===== src/design/lmwc_pkg.sv =====
// shared constants, types and the output mixing function of the lag mwc generator
// no dependencies

package lmwc_pkg;

	localparam int WORD_W      = 64;
	localparam int HALF_W      = 32;
	localparam int LAG_DEFAULT = 256;
	localparam int ROT_A       = 17;
	localparam int ROT_B       = 53;

	localparam logic [WORD_W-1:0] MWC_MULT   = 64'hbd4e5d1a2d5969e5;
	localparam logic [WORD_W-1:0] CARRY_SEED = 64'd1234567890;
	localparam logic [WORD_W-1:0] EXP_OR     = 64'h0000000040000005;
	localparam logic [WORD_W-1:0] EXP_MULT   = 64'd6906969069;

	typedef logic [WORD_W-1:0]   word_t;
	typedef logic [2*WORD_W-1:0] dword_t;
	typedef logic [HALF_W-1:0]   half_t;

	typedef struct packed {
		logic first;
		logic mul;
		logic acc;
	} mac_ctl_t;

	function automatic word_t mix_rot(input word_t u);
		word_t r_a;
		word_t r_b;
		r_a = (u << ROT_A) | (u >> (WORD_W - ROT_A));
		r_b = (u << ROT_B) | (u >> (WORD_W - ROT_B));
		return u ^ r_a ^ r_b;
	endfunction

endpackage


===== src/design/lmwc_mac.sv =====
// shared 32x32 multiplier with a 128-bit shifted accumulator
// depends on lmwc_pkg

module lmwc_mac (
	input  logic              clk,
	input  lmwc_pkg::mac_ctl_t ctl,
	input  lmwc_pkg::half_t   op_a,
	input  lmwc_pkg::half_t   op_b,
	input  logic [1:0]        shift,
	input  lmwc_pkg::dword_t  init,
	output lmwc_pkg::dword_t  acc
);
	import lmwc_pkg::*;

	word_t      prod_q;
	logic [1:0] sh_q;
	dword_t     acc_q;
	dword_t     addend;

	assign addend = dword_t'(prod_q) << {sh_q, 5'b00000};
	assign acc    = acc_q;

	always_ff @(posedge clk) begin
		if (ctl.mul) begin
			prod_q <= word_t'(op_a) * word_t'(op_b);
			sh_q   <= shift;
		end
		if (ctl.first) begin
			acc_q <= init;
		end else if (ctl.acc) begin
			acc_q <= acc_q + addend;
		end
	end

endmodule


===== config.mk =====
export PLATFORM = sky130hd
export DESIGN_NAME = lmwc_mac
export DESIGN_NICKNAME = d
export VERILOG_FILES = /design/src/design/lmwc_pkg.sv /design/src/design/lmwc_mac.sv
export SDC_FILE = /design/constraint.sdc
export NUM_CORES = 2
export LEC_CHECK = 0
export BUFFER_PORTS_ARGS = -buffer_cell sky130_fd_sc_hd__buf_4
export CORE_MARGIN = 2
export CORE_UTILIZATION = 45
export CTS_CLUSTER_DIAMETER = 60
export CTS_CLUSTER_SIZE = 25
export DETAILED_ROUTE_END_ITERATION = 7
export PLACE_DENSITY = 0.66
export SLEW_MARGIN = 25
export SYNTH_ARGS = -nofsm -noshare
export SYNTH_HDL_FRONTEND = slang
export SYNTH_SLANG_ARGS = --single-unit

===== constraint.sdc =====
create_clock -name clk -period 10.1 [get_ports clk]
set_clock_uncertainty 0.2 [all_clocks]
set_input_delay 2.02 -clock clk [delete_from_list [all_inputs] [get_ports clk]]
set_output_delay 2.02 -clock clk [all_outputs]
set_load 0.05 [all_outputs]

* Yosys cells after proc, flatten, opt, wreduce, memory -nomap -nowiden
Index checks and enable logic that the tools add are counted.
Storage, ports and cells: register bits 194, input bits 198, output and inout bits 128, logic and storage cells 9
Cells by class: add/sub/neg operators 1, multipliers 1, shift-type cells 1, muxes and demuxes 2, reduce and logical (&&, ||, !) cells 1
Operator list (number):
- 2-to-1 mux 128 bit | 2
- adder 128 bit | 1
- left shift 64 x 7 -> 128 bit | 1
- multiplier 32 x 32 -> 64 bit | 1
- nonzero test 2 bit | 1

* Longest topological paths before layout
depth after elaboration 4, depth in mapped cells 31, gate-level depth less buffers 29

* Worst setup path after synthesis
No wires, ideal clock.
path type input port to flip-flop, from input port op_b[2], to register prod_q[60], data pin, library setup time 0.167 ns, arrival time 9.026 ns, data required time 9.733 ns, slack 0.707 ns, stages on the path 24, path buffers 1, path through clkbuf_1 -> and2_1 -> fa_1 -> inv_1 -> fa_1 -> fa_1 -> fa_1 -> inv_1 -> fa_1 -> inv_1 -> fa_1 -> inv_1 -> fa_1 -> fa_1 -> ha_1 -> nand3_1 -> or2_4 -> o41a_1 -> o41ai_2 -> a221oi_2 -> nor3_2 -> o211ai_2 -> a2111o_1 -> a221oi_2
Between the ends: cells in the longest elaborated chain, start to end 1
Ends and longest elaborated chain:
- start: declaration | RTL line lmwc_mac.sv:8 | input lmwc_pkg::half_t op_b,
- multiplier 32 x 32 -> 64 bit | RTL line lmwc_mac.sv:25 | prod_q <= word_t'(op_a) * word_t'(op_b);
- end signal: assignment | RTL line lmwc_mac.sv:25
- end: declaration | RTL line lmwc_mac.sv:15 | word_t prod_q;
No other way between the ends. A chain may end at the register's enable or synchronous reset.

* Final worst setup path
from input port op_a[11], to register prod_q[63], data pin
Between the ends: cells in the longest elaborated chain, start to end 1
Ends and longest elaborated chain:
- start: declaration | RTL line lmwc_mac.sv:7 | input lmwc_pkg::half_t op_a,
- multiplier 32 x 32 -> 64 bit | RTL line lmwc_mac.sv:25
No other way between the ends.

==> run metrics <==
Max FO, Critical Path 17; # Max-Cap Violations 0; Synth Area per Inst 8.84 sq um; fraction of layout cells with a size suffix above 1 under 10%; Starting Density 45.5%; CTS Buf Count 17; Crit path largest cell delay 0.59 ns; Synth cell types 97; DIE WIDTH roughly 340 microns; WL per Instance 23.8 microns; ys async rst share 0%; CORE AREA 111000 sq um; critical path type in2reg; number of DRC markers in iteration 0 3204; Slowest cell on crit path a2111oi_0; worst path bufs/invs 4; Syn Inst Count 5704; initial antenna violation count 4; number of remaining DRC errors 0; Worst path most repeated cell fa_1; Reg clk slew, reported paths roughly 0.09 ns; Hold Path Stages 2; largest net degree at the start of global routing 84; worst min-delay path category reg2reg; prevailing post-synth register cell edfxtp_1; total track usage 30.1%; Slew Viols, Final 0; first-pass GRT wire length 262000 microns; Area Growth Syn to Fin 8.01%; Hold Violations, Final 0; cts hold-fix bufs 0; DRT antenna net count 0; drt pass-1 iters 8; Worst Tran Pin Value 1.08 ns; status complete, no violations; Ports 326; H-tree Lvls 4; slew margin rel. between 20% and 30%; TritonCTS Sinks 194; Post-layout nets 7260; FMAX approximately 100 MHz; R2R setup slack about 3.7 ns; worst r2r path cells 14; vias per cell roughly 5.6; highest-count cells in the layout ignoring fill and taps inv_1, fa_1, nand2_1; Worst setup EP type flop; via count 41000; clock root cell clkbuf_16; IO Port Bufs 325; EDFF count, synth 194; register bit total from synthesis 194; Yosys Warn Count 0; Final Core Density 49.1%; most common cell after layout, fill and taps aside inv_1; RR Endpoint acc[126]$_DFFE_PP_; RSZ-0062 raised after global routing no; sequential element share of the synthesized area 11.6%; RD Place Congestion 1.00; die height about 340 microns; Largest delay share family, worst path adder cells; Fin Setup TNS 0 ns; r2r startpoint sh_q[0]$_DFFE_PP_; Routed WL 173000 microns; Die ar. 115000 sq um; Final min period around 9.6 ns; Cell Rows 122; post-cts sizing count 0; number of global-route vias before repair about 42000; Critical Path AT 9.61 ns; Synth area leaders fa_1, edfxtp_1, ha_1, and2_1, inv_1; post-synth top area share a little over a third; Period Utilization, post-route 94.8%; number of setup violations in the final report 0; CTS tree done; Hold EP acc[0]$_DFFE_PP_; post-synthesis net count around 7000; Hold Path Origin acc[0]$_DFFE_PP_; Clk Latency, worst-skew pair between 0.4 and 0.5 ns; Worst EP required just over 10 ns; Synth Cell Area 50400 sq um; Worst Setup Start Kind input port; DP HPWL between 100000 and 150000 microns; total grt overflow 0; Longest Clk Path Bufs 2; Yosys top cell by area fa_1; setup bufs post-CTS 0
[metal layers]
metal,vias to the layer above,global-route usage [%],wire (microns)
met5,-,0,0
met4,0,13.6,9040
met3,300,4.17,13200
met2,1809,50.1,81900
met1,20700,39.2,69000
li1,18200,-,-
[through the flow]
| stage | hold slack [ns] | setup WS (ns) | cells | instance area [sq um] |
|---|---|---|---|---|
| floorplan | 0.585 | 0.707 | 5704 | 50400 |
| global placement | 0.527 | 0.143 | 7244 | 53900 |
| detailed placement | 0.548 | 0.0956 | 7244 | 53900 |
| CTS | 0.572 | 0.594 | 7276 | 54400 |
| global route | 0.632 | 0.224 | 7276 | 54400 |
| finish | 0.578 | 0.526 | 7277 | 54400 |
[tightest hold or removal path: cells and delay by family (launching register included)]
family / cells / cell delay, ns
DFF: 1 / 0.40
muxes: 1 / 0.13
adders and majority gates: 1 / 0.15
[worst max-delay path by stage]
stage | from | to | slack (ns) | cells past startpoint
after floorplan | op_b[2] | prod_q[60]$_DFFE_PP_ | 0.71 | 24
after global placement | op_b[5] | prod_q[48]$_DFFE_PP_ | 0.14 | 23
after detailed placement | op_a[11] | prod_q[63]$_DFFE_PP_ | 0.1 | 25
after CTS | op_a[11] | prod_q[63]$_DFFE_PP_ | 0.59 | 25
after global routing | op_b[5] | prod_q[48]$_DFFE_PP_ | 0.22 | 23
final | op_a[11] | prod_q[63]$_DFFE_PP_ | 0.53 | 25
[logic make-up (layout without fill, tap and decap cells)]
kind of cell	count (synthesis)	after routing	share of synthesized area, %
simple gates	1838	1838	18.2
fa+ha+maj	1287	1287	45.3
buf+inv	1269	1353	9.59
other cells	0	1	0
flops	194	194	11.6
xor+xnor	168	168	2.92
compound gates	909	909	11.6
mux	39	39	0.787
[sequential cells by signal, indices dropped and copies added, names as in the netlist]
signal / flops
sh_q: 2
acc: 128
prod_q: 64
[final cells by class]
type,count,area [sq um]
Fill cell,10600,56400
Antenna cell,1,2.50
Tap cell,1488,1860
Sequential cell,194,5830
Timing Repair Buffer,387,2920
Clock inverter,15,146
Clock buffer,17,425
Multi-Input combinational cell,4241,39800
Inverter,934,3510
[synthesized netlist by cell type (67+ instances only)]
cell and n:
a21o_1 107, a21oi_1 271, and2_1 620, clkbuf_1 309, edfxtp_1 194, fa_1 897
ha_1 390, inv_1 933, nand2_1 744, nand4_1 76, nor2_1 160, o21ai_0 232
o21bai_1 69, xnor2_1 101, xor2_1 67
Power is not shown: default switching activity piles up to over one toggle a cycle in this logic, so the estimate is an artifact.
